**src/design/subpicture_rle_field_decoder_macros.svh**
```systemverilog
// assertion helpers shared by the decoder modules
`ifndef SUBPICTURE_RLE_FIELD_DECODER_MACROS_SVH
`define SUBPICTURE_RLE_FIELD_DECODER_MACROS_SVH

// same-cycle implication, disabled during reset
`define SRLE_ASSERT_NOW(label, clk, rst, ante, cons) \
   label: assert property (@(posedge clk) disable iff (rst) (ante) |-> (cons)) \
      else $error("srle assertion failed");

// next-cycle implication, disabled during reset
`define SRLE_ASSERT_NEXT(label, clk, rst, ante, cons) \
   label: assert property (@(posedge clk) disable iff (rst) (ante) |=> (cons)) \
      else $error("srle assertion failed");

`endif

```
**src/design/srle_pkg.sv**
```systemverilog
package srle_pkg;

   localparam int unsigned SIDE_W = 13;
   localparam int unsigned POS_W  = 12;
   localparam int unsigned CODE_W = 12;
   localparam int unsigned HELD_W = 2;

   // code completion limits after one, two and three nibbles
   localparam logic [15:0] CODE_LIM1   = 16'h0004;
   localparam logic [15:0] CODE_LIM2   = 16'h0010;
   localparam logic [15:0] CODE_LIM3   = 16'h0040;
   localparam logic [15:0] COLOUR_MASK = 16'h0003;

   localparam logic [SIDE_W-1:0] WIDTH_RESET  = 13'd720;
   localparam logic [SIDE_W-1:0] HEIGHT_RESET = 13'd480;

   typedef enum logic [0:0] {
      CSR_PIC_WIDTH  = 1'b0,
      CSR_PIC_HEIGHT = 1'b1
   } csr_index_type;

   typedef struct packed {
      logic [POS_W-1:0]  run_row;
      logic [POS_W-1:0]  run_col;
      logic [SIDE_W-1:0] run_len;
      logic [1:0]        colour;
      logic              field_done;
      logic              last_of_item;
   } run_type;

   typedef struct packed {
      logic [SIDE_W-1:0] row;
      logic [SIDE_W-1:0] col;
      logic [CODE_W-1:0] partial;
      logic [HELD_W-1:0] held;
      logic              fin;
   } dec_state_type;

   typedef struct packed {
      logic [1:0] count;
      run_type    first;
      run_type    second;
   } byte_result_type;

endpackage

```
**src/design/srle_ifs.sv**
```systemverilog
interface srle_req_if;
   logic       valid;
   logic       ready;
   logic [7:0] data_byte;
   logic       field_start;
   logic       bottom_field;

   modport source (output valid, data_byte, field_start, bottom_field, input ready);
   modport sink   (input valid, data_byte, field_start, bottom_field, output ready);
endinterface

interface srle_rsp_if;
   logic        valid;
   logic        ready;
   logic [11:0] run_row;
   logic [11:0] run_col;
   logic [12:0] run_len;
   logic [1:0]  colour;
   logic        field_done;
   logic        last_of_item;

   modport source (output valid, run_row, run_col, run_len, colour, field_done,
                   last_of_item, input ready);
   modport sink   (input valid, run_row, run_col, run_len, colour, field_done,
                   last_of_item, output ready);
endinterface

```
**src/design/srle_nib_step.sv**
```systemverilog
module srle_nib_step
   import srle_pkg::*;
(
   input  dec_state_type     st_in,
   input  logic [3:0]        nib,
   input  logic [SIDE_W-1:0] width,
   input  logic [SIDE_W-1:0] height,
   output dec_state_type     st_out,
   output logic              done,
   output logic              line_end,
   output run_type           run
);

   logic [15:0]       value;
   logic [2:0]        held_inc;
   logic [SIDE_W-1:0] remain;
   logic [SIDE_W:0]   run_raw;
   logic [SIDE_W:0]   run_clip;
   logic [SIDE_W:0]   col_sum;
   logic [SIDE_W-1:0] row_next;
   logic              row_over;

   assign value    = {st_in.partial, nib};
   assign held_inc = {1'b0, st_in.held} + 3'd1;

   always_comb begin
      case (held_inc)
         3'd1:    done = value >= CODE_LIM1;
         3'd2:    done = value >= CODE_LIM2;
         3'd3:    done = value >= CODE_LIM3;
         default: done = 1'b1;
      endcase
   end

   // column already at or past the width gives a one-pixel run
   assign remain   = (st_in.col < width) ? (width - st_in.col) : 13'd1;
   assign run_raw  = value[15:2];
   assign run_clip = ((run_raw == '0) || (run_raw > {1'b0, remain})) ? {1'b0, remain}
                                                                      : run_raw;
   assign col_sum  = {1'b0, st_in.col} + run_clip;
   assign line_end = done && (col_sum >= {1'b0, width});
   assign row_next = st_in.row + 13'd2;
   assign row_over = row_next >= height;

   always_comb begin
      st_out = st_in;
      if (!done) begin
         st_out.partial = value[CODE_W-1:0];
         st_out.held    = held_inc[HELD_W-1:0];
      end else begin
         st_out.partial = '0;
         st_out.held    = '0;
         if (line_end) begin
            st_out.col = '0;
            st_out.row = row_next;
            st_out.fin = row_over;
         end else begin
            st_out.col = col_sum[SIDE_W-1:0];
         end
      end
   end

   always_comb begin
      run.run_row      = st_in.row[POS_W-1:0];
      run.run_col      = st_in.col[POS_W-1:0];
      run.run_len      = run_clip[SIDE_W-1:0];
      run.colour       = value[1:0] & COLOUR_MASK[1:0];
      run.field_done   = line_end && row_over;
      run.last_of_item = 1'b0;
   end

endmodule

```
**src/design/srle_byte_dec.sv**
```systemverilog
module srle_byte_dec
   import srle_pkg::*;
(
   input  logic [7:0]        data_byte,
   input  logic              field_start,
   input  logic              bottom_field,
   input  dec_state_type     st_in,
   input  logic [SIDE_W-1:0] width,
   input  logic [SIDE_W-1:0] height,
   output dec_state_type     st_out,
   output byte_result_type   result
);

   dec_state_type pre;
   dec_state_type st_hi;
   dec_state_type st_lo;
   logic          done_hi, done_lo;
   logic          end_hi;
   run_type       run_hi, run_lo;
   logic          act_hi, act_lo;
   logic          take_hi, take_lo;

   // field start, then the past-the-bottom check
   always_comb begin
      pre = st_in;
      if (field_start) begin
         pre.row     = {12'd0, bottom_field};
         pre.col     = '0;
         pre.partial = '0;
         pre.held    = '0;
         pre.fin     = 1'b0;
      end
      if (!pre.fin && (pre.row >= height)) begin
         pre.fin = 1'b1;
      end
   end

   srle_nib_step u_step_hi (
      .st_in    (pre),
      .nib      (data_byte[7:4]),
      .width    (width),
      .height   (height),
      .st_out   (st_hi),
      .done     (done_hi),
      .line_end (end_hi),
      .run      (run_hi)
   );

   srle_nib_step u_step_lo (
      .st_in    (st_hi),
      .nib      (data_byte[3:0]),
      .width    (width),
      .height   (height),
      .st_out   (st_lo),
      .done     (done_lo),
      .line_end (),
      .run      (run_lo)
   );

   // a line end on the high nibble drops the low nibble
   assign act_hi  = !pre.fin;
   assign act_lo  = act_hi && !end_hi;
   assign take_hi = act_hi && done_hi;
   assign take_lo = act_lo && done_lo;

   always_comb begin
      if (act_lo) begin
         st_out = st_lo;
      end else if (act_hi) begin
         st_out = st_hi;
      end else begin
         st_out = pre;
      end
   end

   always_comb begin
      result.first  = run_hi;
      result.second = run_lo;
      result.second.last_of_item = 1'b1;
      case ({take_hi, take_lo})
         2'b11: begin
            result.count = 2'd2;
         end
         2'b10: begin
            result.count = 2'd1;
            result.first.last_of_item = 1'b1;
         end
         2'b01: begin
            result.count = 2'd1;
            result.first = run_lo;
            result.first.last_of_item = 1'b1;
         end
         default: begin
            result.count = 2'd0;
         end
      endcase
   end

endmodule

```
**src/design/srle_rsp_buf.sv**
```systemverilog
`include "subpicture_rle_field_decoder_macros.svh"

module srle_rsp_buf
   import srle_pkg::*;
(
   input  logic            clock,
   input  logic            reset,
   input  logic            load,
   input  byte_result_type load_data,
   output logic            load_ok,
   srle_rsp_if.source      rsp_bus
);

   logic [1:0] cnt_ff, cnt_in;
   run_type    slot0_ff, slot0_in;
   run_type    slot1_ff, slot1_in;
   logic       pop;

   assign pop     = rsp_bus.valid && rsp_bus.ready;
   // loads only into a buffer that is empty after this cycle's pop
   assign load_ok = (cnt_ff == 2'd0) || ((cnt_ff == 2'd1) && rsp_bus.ready);

   always_comb begin
      cnt_in   = cnt_ff;
      slot0_in = slot0_ff;
      slot1_in = slot1_ff;
      if (load) begin
         cnt_in   = load_data.count;
         slot0_in = load_data.first;
         slot1_in = load_data.second;
      end else if (pop) begin
         cnt_in   = cnt_ff - 2'd1;
         slot0_in = slot1_ff;
      end
   end

   always_ff @(posedge clock) begin
      if (reset) begin
         cnt_ff <= 2'd0;
      end else begin
         cnt_ff <= cnt_in;
      end
      slot0_ff <= slot0_in;
      slot1_ff <= slot1_in;
   end

   assign rsp_bus.valid        = cnt_ff != 2'd0;
   assign rsp_bus.run_row      = slot0_ff.run_row;
   assign rsp_bus.run_col      = slot0_ff.run_col;
   assign rsp_bus.run_len      = slot0_ff.run_len;
   assign rsp_bus.colour       = slot0_ff.colour;
   assign rsp_bus.field_done   = slot0_ff.field_done;
   assign rsp_bus.last_of_item = slot0_ff.last_of_item;

   `SRLE_ASSERT_NOW(a_cnt_max, clock, reset, 1'b1, cnt_ff != 2'd3)
   `SRLE_ASSERT_NEXT(a_two_loaded, clock, reset, load && (load_data.count == 2'd2),
                     cnt_ff == 2'd2)
   `SRLE_ASSERT_NEXT(a_full_stall, clock, reset, (cnt_ff == 2'd2) && !rsp_bus.ready,
                     (cnt_ff == 2'd2) && $stable(slot0_ff))

endmodule

```
**src/design/subpicture_rle_field_decoder.sv**
```systemverilog
// subpicture run-length field decoder
// req_bus carries one byte of field pixel data per request, high nibble
// first; field_start with bottom_field opens a field on row 0 or row 1.
// rsp_bus gives one run per transfer: row, column, clipped length, colour,
// field_done on the run that ends the field's last line, and last_of_item
// on the final run caused by a request.
// csr_we/csr_index/csr_wdata write pic_width (index 0) and pic_height
// (index 1); values are clamped to 1..MAX_SIDE when written.
// a request is registered on acceptance and decoded from that register
// into a two-entry result buffer once the buffer can take its runs; its
// runs are then offered on rsp_bus from that buffer.
// throughput: one request per cycle while rsp_ready is high and each
// yields at most one run; a request that yields two holds the next one
// back, as the result buffer drains one run a cycle.
// reset: sizes go to 720 by 480, the decoder is idle until a field start,
// and both channels are empty.
// stall: with rsp_ready low and runs buffered, the buffer holds them, the
// input register keeps its request and req_ready falls once it is occupied.
`include "subpicture_rle_field_decoder_macros.svh"

module subpicture_rle_field_decoder
   import srle_pkg::*;
#(
   parameter int unsigned MAX_SIDE = 4096
) (
   input  logic              clock,
   input  logic              reset,
   srle_req_if.sink          req_bus,
   srle_rsp_if.source        rsp_bus,
   input  logic              csr_we,
   input  logic [0:0]        csr_index,
   input  logic [SIDE_W-1:0] csr_wdata
);

   localparam logic [SIDE_W-1:0] SIDE_MAX = SIDE_W'(MAX_SIDE);
   localparam logic [SIDE_W-1:0] WIDTH_INIT  =
      (WIDTH_RESET > SIDE_MAX) ? SIDE_MAX : WIDTH_RESET;
   localparam logic [SIDE_W-1:0] HEIGHT_INIT =
      (HEIGHT_RESET > SIDE_MAX) ? SIDE_MAX : HEIGHT_RESET;

   function automatic logic [SIDE_W-1:0] clamp_side(input logic [SIDE_W-1:0] v);
      logic [SIDE_W-1:0] r;
      if (v == '0) begin
         r = 13'd1;
      end else if (v > SIDE_MAX) begin
         r = SIDE_MAX;
      end else begin
         r = v;
      end
      return r;
   endfunction

   // size registers, stored already clamped
   logic [SIDE_W-1:0] width_ff, width_in;
   logic [SIDE_W-1:0] height_ff, height_in;

   // input register
   logic       in_valid_ff, in_valid_in;
   logic [7:0] in_byte_ff;
   logic       in_fs_ff;
   logic       in_bf_ff;

   // decoder state
   dec_state_type   st_ff, st_in;
   dec_state_type   st_next;
   byte_result_type byte_res;

   logic load_ok;
   logic proc;
   logic accept;

   always_comb begin
      width_in  = width_ff;
      height_in = height_ff;
      if (csr_we) begin
         case (csr_index_type'(csr_index))
            CSR_PIC_WIDTH:  width_in  = clamp_side(csr_wdata);
            CSR_PIC_HEIGHT: height_in = clamp_side(csr_wdata);
            default: ;
         endcase
      end
   end

   // the held request is decoded once the result buffer can take its runs
   assign proc          = in_valid_ff && load_ok;
   assign req_bus.ready = !in_valid_ff || proc;
   assign accept        = req_bus.valid && req_bus.ready;

   always_comb begin
      if (accept) begin
         in_valid_in = 1'b1;
      end else if (proc) begin
         in_valid_in = 1'b0;
      end else begin
         in_valid_in = in_valid_ff;
      end
   end

   srle_byte_dec u_byte_dec (
      .data_byte    (in_byte_ff),
      .field_start  (in_fs_ff),
      .bottom_field (in_bf_ff),
      .st_in        (st_ff),
      .width        (width_ff),
      .height       (height_ff),
      .st_out       (st_next),
      .result       (byte_res)
   );

   assign st_in = proc ? st_next : st_ff;

   always_ff @(posedge clock) begin
      if (reset) begin
         width_ff    <= WIDTH_INIT;
         height_ff   <= HEIGHT_INIT;
         in_valid_ff <= 1'b0;
         st_ff       <= '{row: '0, col: '0, partial: '0, held: '0, fin: 1'b1};
      end else begin
         width_ff    <= width_in;
         height_ff   <= height_in;
         in_valid_ff <= in_valid_in;
         st_ff       <= st_in;
      end
      if (accept) begin
         in_byte_ff <= req_bus.data_byte;
         in_fs_ff   <= req_bus.field_start;
         in_bf_ff   <= req_bus.bottom_field;
      end
   end

   srle_rsp_buf u_rsp_buf (
      .clock     (clock),
      .reset     (reset),
      .load      (proc),
      .load_data (byte_res),
      .load_ok   (load_ok),
      .rsp_bus   (rsp_bus)
   );

   // idle decoder without a field start yields nothing
   `SRLE_ASSERT_NOW(a_idle_silent, clock, reset, proc && st_ff.fin && !in_fs_ff,
                    byte_res.count == 2'd0)
   // the field's last run is always the last run of its request
   `SRLE_ASSERT_NOW(a_done_is_last, clock, reset, rsp_bus.valid && rsp_bus.field_done,
                    rsp_bus.last_of_item)
   `SRLE_ASSERT_NEXT(a_accept_held, clock, reset, accept, in_valid_ff)

endmodule

```
**src/flat_wrapper.sv**
```systemverilog
// flat-port wrapper written by rule: the top's interface ports become plain ports
module subpicture_rle_field_decoder_flat import srle_pkg::*;
#(
   parameter int unsigned MAX_SIDE = 4096
)
  (clock, reset, csr_we, csr_index, csr_wdata, req_bus_valid, req_bus_data_byte, req_bus_field_start, req_bus_bottom_field, req_bus_ready, rsp_bus_valid, rsp_bus_run_row, rsp_bus_run_col, rsp_bus_run_len, rsp_bus_colour, rsp_bus_field_done, rsp_bus_last_of_item, rsp_bus_ready);
  srle_req_if req_bus_i ();
  srle_rsp_if rsp_bus_i ();
  input  logic clock;
  input  logic reset;
  input  logic csr_we;
  input  logic [0:0] csr_index;
  input  logic [SIDE_W-1:0] csr_wdata;
  input wire logic [$bits(req_bus_i.valid)-1:0] req_bus_valid;
  input wire logic [$bits(req_bus_i.data_byte)-1:0] req_bus_data_byte;
  input wire logic [$bits(req_bus_i.field_start)-1:0] req_bus_field_start;
  input wire logic [$bits(req_bus_i.bottom_field)-1:0] req_bus_bottom_field;
  output wire logic [$bits(req_bus_i.ready)-1:0] req_bus_ready;
  output wire logic [$bits(rsp_bus_i.valid)-1:0] rsp_bus_valid;
  output wire logic [$bits(rsp_bus_i.run_row)-1:0] rsp_bus_run_row;
  output wire logic [$bits(rsp_bus_i.run_col)-1:0] rsp_bus_run_col;
  output wire logic [$bits(rsp_bus_i.run_len)-1:0] rsp_bus_run_len;
  output wire logic [$bits(rsp_bus_i.colour)-1:0] rsp_bus_colour;
  output wire logic [$bits(rsp_bus_i.field_done)-1:0] rsp_bus_field_done;
  output wire logic [$bits(rsp_bus_i.last_of_item)-1:0] rsp_bus_last_of_item;
  input wire logic [$bits(rsp_bus_i.ready)-1:0] rsp_bus_ready;
  assign req_bus_i.valid = req_bus_valid;
  assign req_bus_i.data_byte = req_bus_data_byte;
  assign req_bus_i.field_start = req_bus_field_start;
  assign req_bus_i.bottom_field = req_bus_bottom_field;
  assign req_bus_ready = req_bus_i.ready;
  assign rsp_bus_valid = rsp_bus_i.valid;
  assign rsp_bus_run_row = rsp_bus_i.run_row;
  assign rsp_bus_run_col = rsp_bus_i.run_col;
  assign rsp_bus_run_len = rsp_bus_i.run_len;
  assign rsp_bus_colour = rsp_bus_i.colour;
  assign rsp_bus_field_done = rsp_bus_i.field_done;
  assign rsp_bus_last_of_item = rsp_bus_i.last_of_item;
  assign rsp_bus_i.ready = rsp_bus_ready;
  subpicture_rle_field_decoder #(.MAX_SIDE(MAX_SIDE)) u_core (.clock(clock), .reset(reset), .req_bus(req_bus_i), .rsp_bus(rsp_bus_i), .csr_we(csr_we), .csr_index(csr_index), .csr_wdata(csr_wdata));
endmodule
```
**config.mk**
```make
export PLATFORM = sky130hd
export DESIGN_NAME = subpicture_rle_field_decoder_flat
export DESIGN_NICKNAME = d
export VERILOG_FILES = /design/src/design/srle_pkg.sv /design/src/design/srle_ifs.sv /design/src/design/srle_nib_step.sv /design/src/design/srle_byte_dec.sv /design/src/design/srle_rsp_buf.sv /design/src/design/subpicture_rle_field_decoder.sv /design/src/flat_wrapper.sv
export VERILOG_INCLUDE_DIRS = /design/src /design/src/design
export SDC_FILE = /design/constraint.sdc
export NUM_CORES = 1
export LEC_CHECK = 0
export ABC_AREA = 0
export BUFFER_PORTS_ARGS = -buffer_cell sky130_fd_sc_hd__buf_2
export CORE_UTILIZATION = 40
export CTS_CLUSTER_DIAMETER = 50
export DETAILED_ROUTE_END_ITERATION = 7
export SLEW_MARGIN = 20
export SYNTH_ARGS = -nofsm -noshare
export SYNTH_HDL_FRONTEND = slang
export SYNTH_SLANG_ARGS = --single-unit
```
**constraint.sdc**
```tcl
create_clock -name clock -period 27.6 [get_ports clock]
set_input_delay 1.38 -clock clock [delete_from_list [all_inputs] [get_ports clock]]
set_output_delay 1.38 -clock clock [all_outputs]
set_load 0.01 [all_outputs]
```
# After elaboration in Yosys (flattened, before gate mapping)
# Cells that the tools add are included.
dict set report word_totals {
  wordCells 122
  output_inout_bits 43
  register_bits 161
}
dict set report classes {
  n_reduce_logical 30
  n_lt_le_gt_ge 16
  n_bitwise 1
  n_mux 33
  addsub 9
  n_eq_ne 10
}
# operator count
set ops {}
lappend ops {{$mux 41} 5}
lappend ops {{$mux 13} 8}
lappend ops {{$mux 14} 4}
lappend ops {{$mux 26} 2}
lappend ops {{$mux 40} 1}
lappend ops {{$ge 13x13->1} 3}
lappend ops {{$ge 16x3->1 const B} 2}
lappend ops {{$ge 16x5->1 const B} 2}
lappend ops {{$ge 16x7->1 const B} 2}
lappend ops {{$add 13x14->14} 2}
lappend ops {{$ge 14x13->1} 2}
lappend ops {{$gt 14x13->1} 2}
lappend ops {{$logic_not 14->1} 2}
lappend ops {{$add 13x2->13 const B} 2}
lappend ops {{$lt 13x13->1} 2}
lappend ops {{$sub 13x13->13} 2}
lappend ops {{$gt 13x13->1 const B} 1}
lappend ops {{$logic_not 13->1} 1}
lappend ops {{$eq 3x2->1 const B} 4}
lappend ops {{$logic_and 1x1->1} 12}
lappend ops {{$mux 1} 8}
lappend ops {{$add 2x1->3 const B} 2}
lappend ops {{$eq 3x1->1 const B} 2}
lappend ops {{$pmux 1 s3} 2}
lappend ops {{other kinds (12)} 24}

# Longest topological paths before layout
# Gate-level depths: netlist of the first run.
dict set report depth {
  depth_word 22
  mapped_depth 86
}

# Hierarchy
# From an unflattened synthesis of the first run, not the netlist that was laid out.
dict set report unflattened {
  cells_unflattened 1692
  hier_area_um2 15118.2
}
# mod area_per_inst_um2 cells_each n_inst seq_area_each_um2
set by_module_without_submodules {}
lappend by_module_without_submodules {{srle_nib_step (u_core.u_byte_dec.u_step_hi)} 3560.9 500 1 0.0}
lappend by_module_without_submodules {{srle_nib_step (u_core.u_byte_dec.u_step_lo)} 3507.1 503 1 0.0}
lappend by_module_without_submodules {srle_rsp_buf 3131.8 147 1 2502.4}
lappend by_module_without_submodules {subpicture_rle_field_decoder 2785.2 305 1 1661.6}
lappend by_module_without_submodules {srle_byte_dec 2133.3 237 1 0.0}

# Least setup slack after synthesis of the first run
# Ideal clock, no wire load.
dict set report synth_timing {
  path_kind {reg-to-reg}
  startpoint {register u_core.in_fs_ff}
  endpoint {register u_core.st_ff[35] (netlist bit)}
  path_slack_ns 11.729
  n_path_buf 9
  stages_incl_launch_ff 82
  required_ns 27.468
  synth_period_minus_slack_ns 15.871
  setup_ns 0.132
  t_arrival_ns 15.738
  cell_sequence {edfxtp_1 > buf_2 > inv_1 > clkbuf_1 > clkbuf_1 > nand2_1 > ha_1 > nand3b_1 > a21oi_1 > o31ai_1 > a21oi_1 > nand4_1 > a21oi_1 > clkbuf_1 > nand2_1 > ha_1 > a21o_1 > a21oi_1 > (+46 left out) > o211ai_1 > o21ba_2 > nand2_1 > nand2_1 > a21oi_1 > xor2_1 > inv_1 > ha_1 > a211o_1 > a2111oi_0 > o211ai_1 > nand4_1 > o211a_1 > nor3_4 > nor4b_1 > o21ai_0 > mux2i_1 > a21oi_1}
}
# element line
set synth_lines {}
lappend synth_lines {{from (decl)} subpicture_rle_field_decoder.sv:60} ;# logic in_fs_ff;
lappend synth_lines {{from (signal assigned)} subpicture_rle_field_decoder.sv:126} ;# in_fs_ff <= req_bus.field_start;
lappend synth_lines {{to (signal assigned)} subpicture_rle_field_decoder.sv:117} ;# st_ff <= '{row: '0, col: '0, partial: '0, held: '0, fin: 1'b1};
lappend synth_lines {{to (signal assigned)} subpicture_rle_field_decoder.sv:122} ;# st_ff <= st_in;
lappend synth_lines {{to (decl)} subpicture_rle_field_decoder.sv:64} ;# dec_state_type st_ff, st_in;

==> results.py, run 1 <==
metrics = {
    "status": {
        "status": "finished clean",
    },
    "setup_path": {
        "end_kind": "flop",
        "cp.depth": 76,
        "crit_fanout": 30,
        "crit_family": "compound AO/OA/AOI/OAI gates",
        "setup.worst_path.start_class": "flop",
        "cp.arrival_ns": 19.49,
        "slowest_stage": "a21oi_1",
        "max_stage_delay_ns": 0.66,
        "r2r_cells": 76,
        "cp.buffers_inverters": 6,
        "cp.required_ns": 27.90,
        "crit_top_cell": "a21oi_1",
        "crit_type": "flop to flop",
    },
    "floorplanning": {
        "std_cell_rows": 66,
        "core_region_area_sq_um": 32600,
        "initial_core_util_pct": 40.8,
        "die-height_um": 184,
        "dieArea_sq_um": 34000,
        "ioPinCount": 72,
        "fp.dieW_um": 184,
    },
    "timing": {
        "fin_crit_ns": 19.19,
        "max_freq_mhz": 52.1,
        "rsz0062_at_grt": "no",
        "slew_viol_final": 0,
        "setup_viol": 0,
        "maxSlewHeadroom_pct": 25.3,
        "final_hold_viol_count": 0,
        "finalCritPeriodShare_pct": 69.5,
        "setup_tns_ns": 0,
        "worstMarginPinSlew_ns": 1.11,
        "skew_ns": 0.0159,
    },
    "routing": {
        "vias": 11936,
        "antenna_left": 0,
        "wl_per_cell_um": 21.0,
        "routed_wl_um": 43300,
        "vias_per_cell": 5.77,
        "drtIter0Drc": 1319,
        "first_pass_iters": 5,
        "drc": 0,
    },
    "place": {
        "dp_cells": 2036,
        "dp_hpwl_um": 33300,
        "gp_congestion": 0.927,
        "io_buffers": 71,
        "dpl-instance-area_sq_um": 14000,
    },
    "pwr": {
        "vdd_drop_max_mv": 0.0486,
        "p_per_area_nw_per_um2": 65.6,
        "power.leakage_nw": 6.46,
    },
    "cts": {
        "cts.sinks": 161,
        "clkTransAtPathRegs_ns": 0.07,
        "clock_latency_ns": 0.46,
        "htree_levels": 4,
        "cts_buffer_depth": 2,
        "cts.repair.resized": 0,
        "cts_tree": "yes",
        "clock_tree.root_cell": "clkbuf_16",
        "cts_hold_buf": 0,
        "cts_buffers": 17,
        "cts_setup_buffers": 0,
    },
    "synthesis": {
        "syn_inst": 1580,
        "ys.flop_type": "edfxtp_1",
        "ys_ff_latch": 161,
        "synth-seq-area-share_pct": 31.0,
        "synth_edf_count": 91,
        "synth_fa_ha_area_share_pct": 15.4,
        "synth_top_family_by_area": "compound AO/OA/AOI/OAI gates",
        "synthDistinctLibCells": 92,
        "synth_xor_area_share_pct": 4.92,
        "synth_compound_area_share_pct": 21.6,
        "yosys_warnings": 0,
        "syn_area_per_cell_sq_um": 8.43,
        "synthesis.nets": 1770,
        "synthMuxAreaShare_pct": 1.87,
        "syn_area_sq_um": 13300,
        "async_flop_share_pct": 0,
        "synth-simple-area-share_pct": 19.8,
    },
    "global_route": {
        "grt_max_degree": 74,
        "track_usage_pct": 26.1,
        "grt_pass1_wl_um": 66700,
        "grt_pass1_vias": 11156,
        "grt_overflow": 0,
        "antenna_found_initial": 0,
    },
    "cells_and_area": {
        "layout.nets": 1803,
        "fillCellCount": 3237,
        "syn_to_final_growth_pct": 9.98,
        "drive_gt1_share_pct": 9.96,
        "mostFrequentLayoutCell": "nand2_1",
        "final_cell_mix": "nand2_1, ha_1, nor2_1",
        "fin_area_sq_um": 14700,
        "final-seq-area_sq_um": 4130,
        "multi_input_area_sq_um": 8470,
        "antenna_cells": 0,
        "fin_cells": 2068,
    },
    "worst_hold_path": {
        "whs_path_depth": 2,
        "hold_class": "flop to flop",
    },
    "job": {
        "cap_violations": 0,
    },
}
-- state kept, by name, indices dropped and copies added, names as in the netlist --
register and flops:
u_core.u_rsp_buf.rsp_bus.field_done 1, u_core.u_rsp_buf.rsp_bus.last_of_item 1, u_core.in_bf_ff 1, u_core.u_rsp_buf.rsp_bus.run_len 13, u_core.in_valid_ff 1, u_core.u_rsp_buf.rsp_bus.run_col 12
u_core.u_rsp_buf.rsp_bus.run_row 12, u_core.u_rsp_buf.slot1_ff 40, u_core.u_rsp_buf.rsp_bus.colour 2, u_core.height_ff 13, u_core.in_byte_ff 8, u_core.width_ff 13
u_core.in_fs_ff 1, u_core.st_ff 41, u_core.u_rsp_buf.cnt_ff 2
-- metrics by stage --
| step | hold WS (ns) | util, % | setup WS [ns] | power [mW] |
|---|---|---|---|---|
| after floorplan | 0.432 | - | 11.73 | 0.586 |
| after global placement | 0.447 | 43.1 | 9.56 | 0.707 |
| after detailed placement | 0.451 | 43.1 | 8.86 | 0.711 |
| after CTS | 0.461 | 44.9 | 8.73 | 0.959 |
| after global routing | 0.485 | 44.9 | 6.90 | 1.02 |
| final | 0.461 | 44.9 | 8.41 | 0.961 |
-- path summary, 6_finish.rpt --
path | slack (ns) | end | from
worst max-delay path | 8.41 | u_core.st_ff[35] | u_core.in_fs_ff
worst max register to register | 8.41 | u_core.st_ff[35] | u_core.in_fs_ff
worst min register to register | 0.46 | u_core.height_ff[9] | u_core.height_ff[9]
worst min-delay path | 0.46 | u_core.height_ff[9] | u_core.height_ff[9]
-- final cells by class --
| cell class | instances | share of cell area (%) |
|---|---|---|
| Tap cell | 442 | 3.77 |
| Multi-Input combinational cell | 1237 | 57.8 |
| Sequential cell | 161 | 28.2 |
| Inverter | 109 | 2.79 |
| Clock buffer | 25 | 3.74 |
| Clock inverter | 7 | 0.384 |
| Timing Repair Buffer | 87 | 3.25 |
-- kinds of logic after synthesis --
logic type                 after synthesis
adders and majority gates              162
DFF                                    161
xor gates and xnor gates                74
buffers and inverters                  182
AOI/OAI and AO/OA                      430
muxes                                   24
and+or+nand+nor                        547
-- power breakdown --
| group | internal, mW | leakage [nW] | total [mW] | switching, mW |
|---|---|---|---|---|
| clock | 0.139 | 0.302 | 0.249 | 0.109 |
| combinational | 0.137 | 4.72 | 0.402 | 0.265 |
| sequential | 0.296 | 1.44 | 0.310 | 0.0138 |
-- worst reg2reg max path, delay by kind of cell (launching register included) --
family | cells | cell delay [ns]
and+or+nand+nor | 23 | 4.24
DFF | 1 | 0.37
muxes | 1 | 0.21
adders and majority gates | 9 | 3.02
AOI/OAI and AO/OA | 36 | 9.51
buffers and inverters | 6 | 1.44
xor gates and xnor gates | 1 | 0.25
-- synthesized netlist by cell type, types with 13 or more instances --
cell	number	area share, %
nand2_1	208	5.9
ha_1	157	15
nor2_1	133	3.7
inv_1	107	3.0
a21oi_1	98	3.7
edfxtp_1	91	21
o21ai_0	88	3.3
dfxtp_1	70	11
clkbuf_1	53	1.5
xnor2_1	47	3.1
a21o_1	42	2.4
nand3_1	40	1.5
a22oi_1	32	1.8
xor2_1	26	1.7
a31oi_1	25	1.2
nor3_1	22	0.83
mux2i_1	20	1.5
o22ai_1	19	0.89
nor2b_1	16	0.75
nand4_1	15	0.70
and2_1	14	0.66
and3_1	14	0.66
nand2b_1	14	0.66
nand3b_1	14	0.79
o21a_1	14	0.79
a211o_1	13	0.85
a211oi_1	13	0.73
buf_2	13	0.49
-- per-layer routing --
metal	wire length, um	global-route usage (%)	vias up	part of all wire (%)
met3	2840	4.25	64	6.5
met1	20400	36.9	5687	47
met5	0	0	-	0
met4	1190	8.87	0	2.8
met2	18900	39.9	416	44
li1	-	-	5769	-
Note: power is estimated with default switching activity, not from simulation.
==> run 2: changes to the inputs <==
- clock period: 27.6 -> 18.8 ns (I/O delays scaled with it)
==> run 2 against run 1 <==
Final cell count up 0.34%; core utilization up 0.25 points; sequential cell count unchanged; register-to-register slack worse by 7.2 ns; power up 48%; maximum frequency up 9.2%; critical path depth down 5; clock skew up 0.00081 ns; die area unchanged; first-iteration DRC count up 7.1%.
==> results.py, run 2 (same netlist as run 1, synthesis figures left out) <==
metrics = {
    "status": {
        "status": "finished clean",
    },
    "cells_and_area": {
        "mostFrequentLayoutCell": "nand2_1",
        "fin_area_sq_um": 14700,
        "drive_gt1_share_pct": 10.9,
        "layout.nets": 1809,
        "largest_reg_flops": 41,
        "syn_to_final_growth_pct": 10.6,
        "final_cell_mix": "nand2_1, ha_1, nor2_1",
        "fin_cells": 2075,
        "top_register": "u_core.st_ff",
        "fin_util_pct": 45.2,
        "reg.largest.list": "u_core.st_ff x41, u_core.u_rsp_buf.slot1_ff x40",
    },
    "floorplanning": {
        "dieArea_sq_um": 34000,
        "die-height_um": 184,
        "core_region_area_sq_um": 32600,
        "std_cell_rows": 66,
        "fp.dieW_um": 184,
        "ioPinCount": 72,
        "initial_core_util_pct": 40.8,
    },
    "timing": {
        "finalCritPeriodShare_pct": 93.5,
        "worstMarginPinSlew_ns": 0.979,
        "final_hold_viol_count": 0,
        "fin_crit_ns": 17.57,
        "setup_viol": 0,
        "maxSlewHeadroom_pct": 34.7,
        "max_freq_mhz": 56.9,
        "slew_viol_final": 0,
        "skew_ns": 0.0168,
    },
    "global_route": {
        "grt_pass1_vias": 11328,
        "grt_max_degree": 74,
        "use_met1_pct": 36.6,
        "busiest_layer": "met2",
        "met2_usage_pct": 38.7,
        "track_usage_pct": 25.6,
        "grt_overflow": 0,
        "grt_pass1_wl_um": 65900,
        "antenna_found_initial": 0,
        "use_met3_pct": 3.83,
    },
    "setup_path": {
        "cp.required_ns": 19.10,
        "setup.worst_path.start_class": "flop",
        "max_stage_delay_ns": 0.57,
        "end_kind": "flop",
        "slowest_stage": "a2111oi_1",
        "crit_fanout": 16,
        "crit_type": "flop to flop",
        "cp.arrival_ns": 17.87,
        "crit_top_cell": "a21oi_1",
    },
    "pwr": {
        "p_per_area_nw_per_um2": 96.4,
        "vdd_drop_max_mv": 0.0682,
        "power.leakage_nw": 6.49,
    },
    "place": {
        "dpl-instance-area_sq_um": 14100,
        "dp_cells": 2037,
        "dp_hpwl_um": 33000,
        "gp_congestion": 0.990,
        "io_buffers": 71,
    },
    "routing": {
        "antenna_left": 0,
        "first_pass_iters": 5,
        "drc": 0,
        "wl_per_cell_um": 20.7,
        "vias": 12098,
        "vias_per_cell": 5.83,
        "routed_wl_um": 42900,
        "drtIter0Drc": 1412,
    },
    "cts": {
        "cts_buffer_depth": 2,
        "clkTransAtPathRegs_ns": 0.08,
        "cts_buffers": 17,
        "cts.sinks": 161,
        "clock_tree.root_cell": "clkbuf_16",
        "cts_tree": "yes",
        "cts_hold_buf": 0,
        "htree_levels": 4,
        "clock_latency_ns": 0.46,
    },
    "worst_hold_path": {
        "hold_class": "flop to flop",
    },
    "job": {
        "cap_violations": 0,
    },
}
==> run 2: cell types whose count changed in the layout (fill, tap and decap cells not counted), moves of 2 or more <==
cell,change
inv_8,+7
buf_4,+6
clkbuf_8,-5
a21oi_1,-2
clkbuf_16,-2
==> run 2: final cells by class <==
class | count | area (sq um)
Tap cell | 442 | 553
Inverter | 109 | 413
Antenna cell | 1 | 2.50
Clock inverter | 15 | 164
Sequential cell | 161 | 4130
Multi-Input combinational cell | 1237 | 8520
Timing Repair Buffer | 93 | 520
Clock buffer | 17 | 425
Fill cell | 3236 | 17900
==> run 2: metal layers <==
layer | vias up | share of wire, %
li1 | 5779 | -
met1 | 5738 | 47
met2 | 515 | 43
met3 | 66 | 7.4
met4 | 0 | 2.9
met5 | - | 0
==> run 2: path summary, 6_finish.rpt <==
check,start,cells after the start,slack (ns),end
setup / recovery,u_core.in_fs_ff,71,1.23,u_core.st_ff[35]
hold / removal,u_core.height_ff[4],2,0.46,u_core.height_ff[4]
setup reg to reg,u_core.in_fs_ff,71,1.23,u_core.st_ff[35]
hold reg to reg,u_core.height_ff[4],2,0.46,u_core.height_ff[4]
==> run 2: power by group <==
group          total, mW  leakage, nW  switching, mW  internal [mW]
combinational      0.601         4.75          0.393          0.208
sequential         0.454         1.44         0.0192          0.435
clock              0.366        0.297          0.175          0.190
==> run 2: through the flow <==
step / hold WS (ns) / setup slack, ns / total power, mW / TNS, ns
final: 0.460 / 1.23 / 1.42 / 0
after global routing: 0.480 / -0.00582 / 1.50 / -0.00582
after CTS: 0.458 / 0.0810 / 1.41 / 0
after detailed placement: 0.448 / 0.105 / 1.04 / 0
after global placement: 0.442 / 0.688 / 1.04 / 0
after floorplan: 0.432 / 2.93 / 0.860 / 0
==> run 2: timing repair <==
action,CTS,global route
resized for setup,0,12
buffers inserted,0,5
setup endpoints to repair,0,28
==> run 2: worst max-delay path: cells and delay by family, from the launching register on <==
family / cells / cell delay (ns)
flip-flops: 1 / 0.40
XOR/XNOR: 3 / 0.64
multiplexers: 2 / 0.59
buffers and inverters: 3 / 0.48
AND/OR/NAND/NOR: 12 / 1.74
adder cells (fa/ha/maj): 12 / 3.82
AO/OA/AOI/OAI: 39 / 9.72
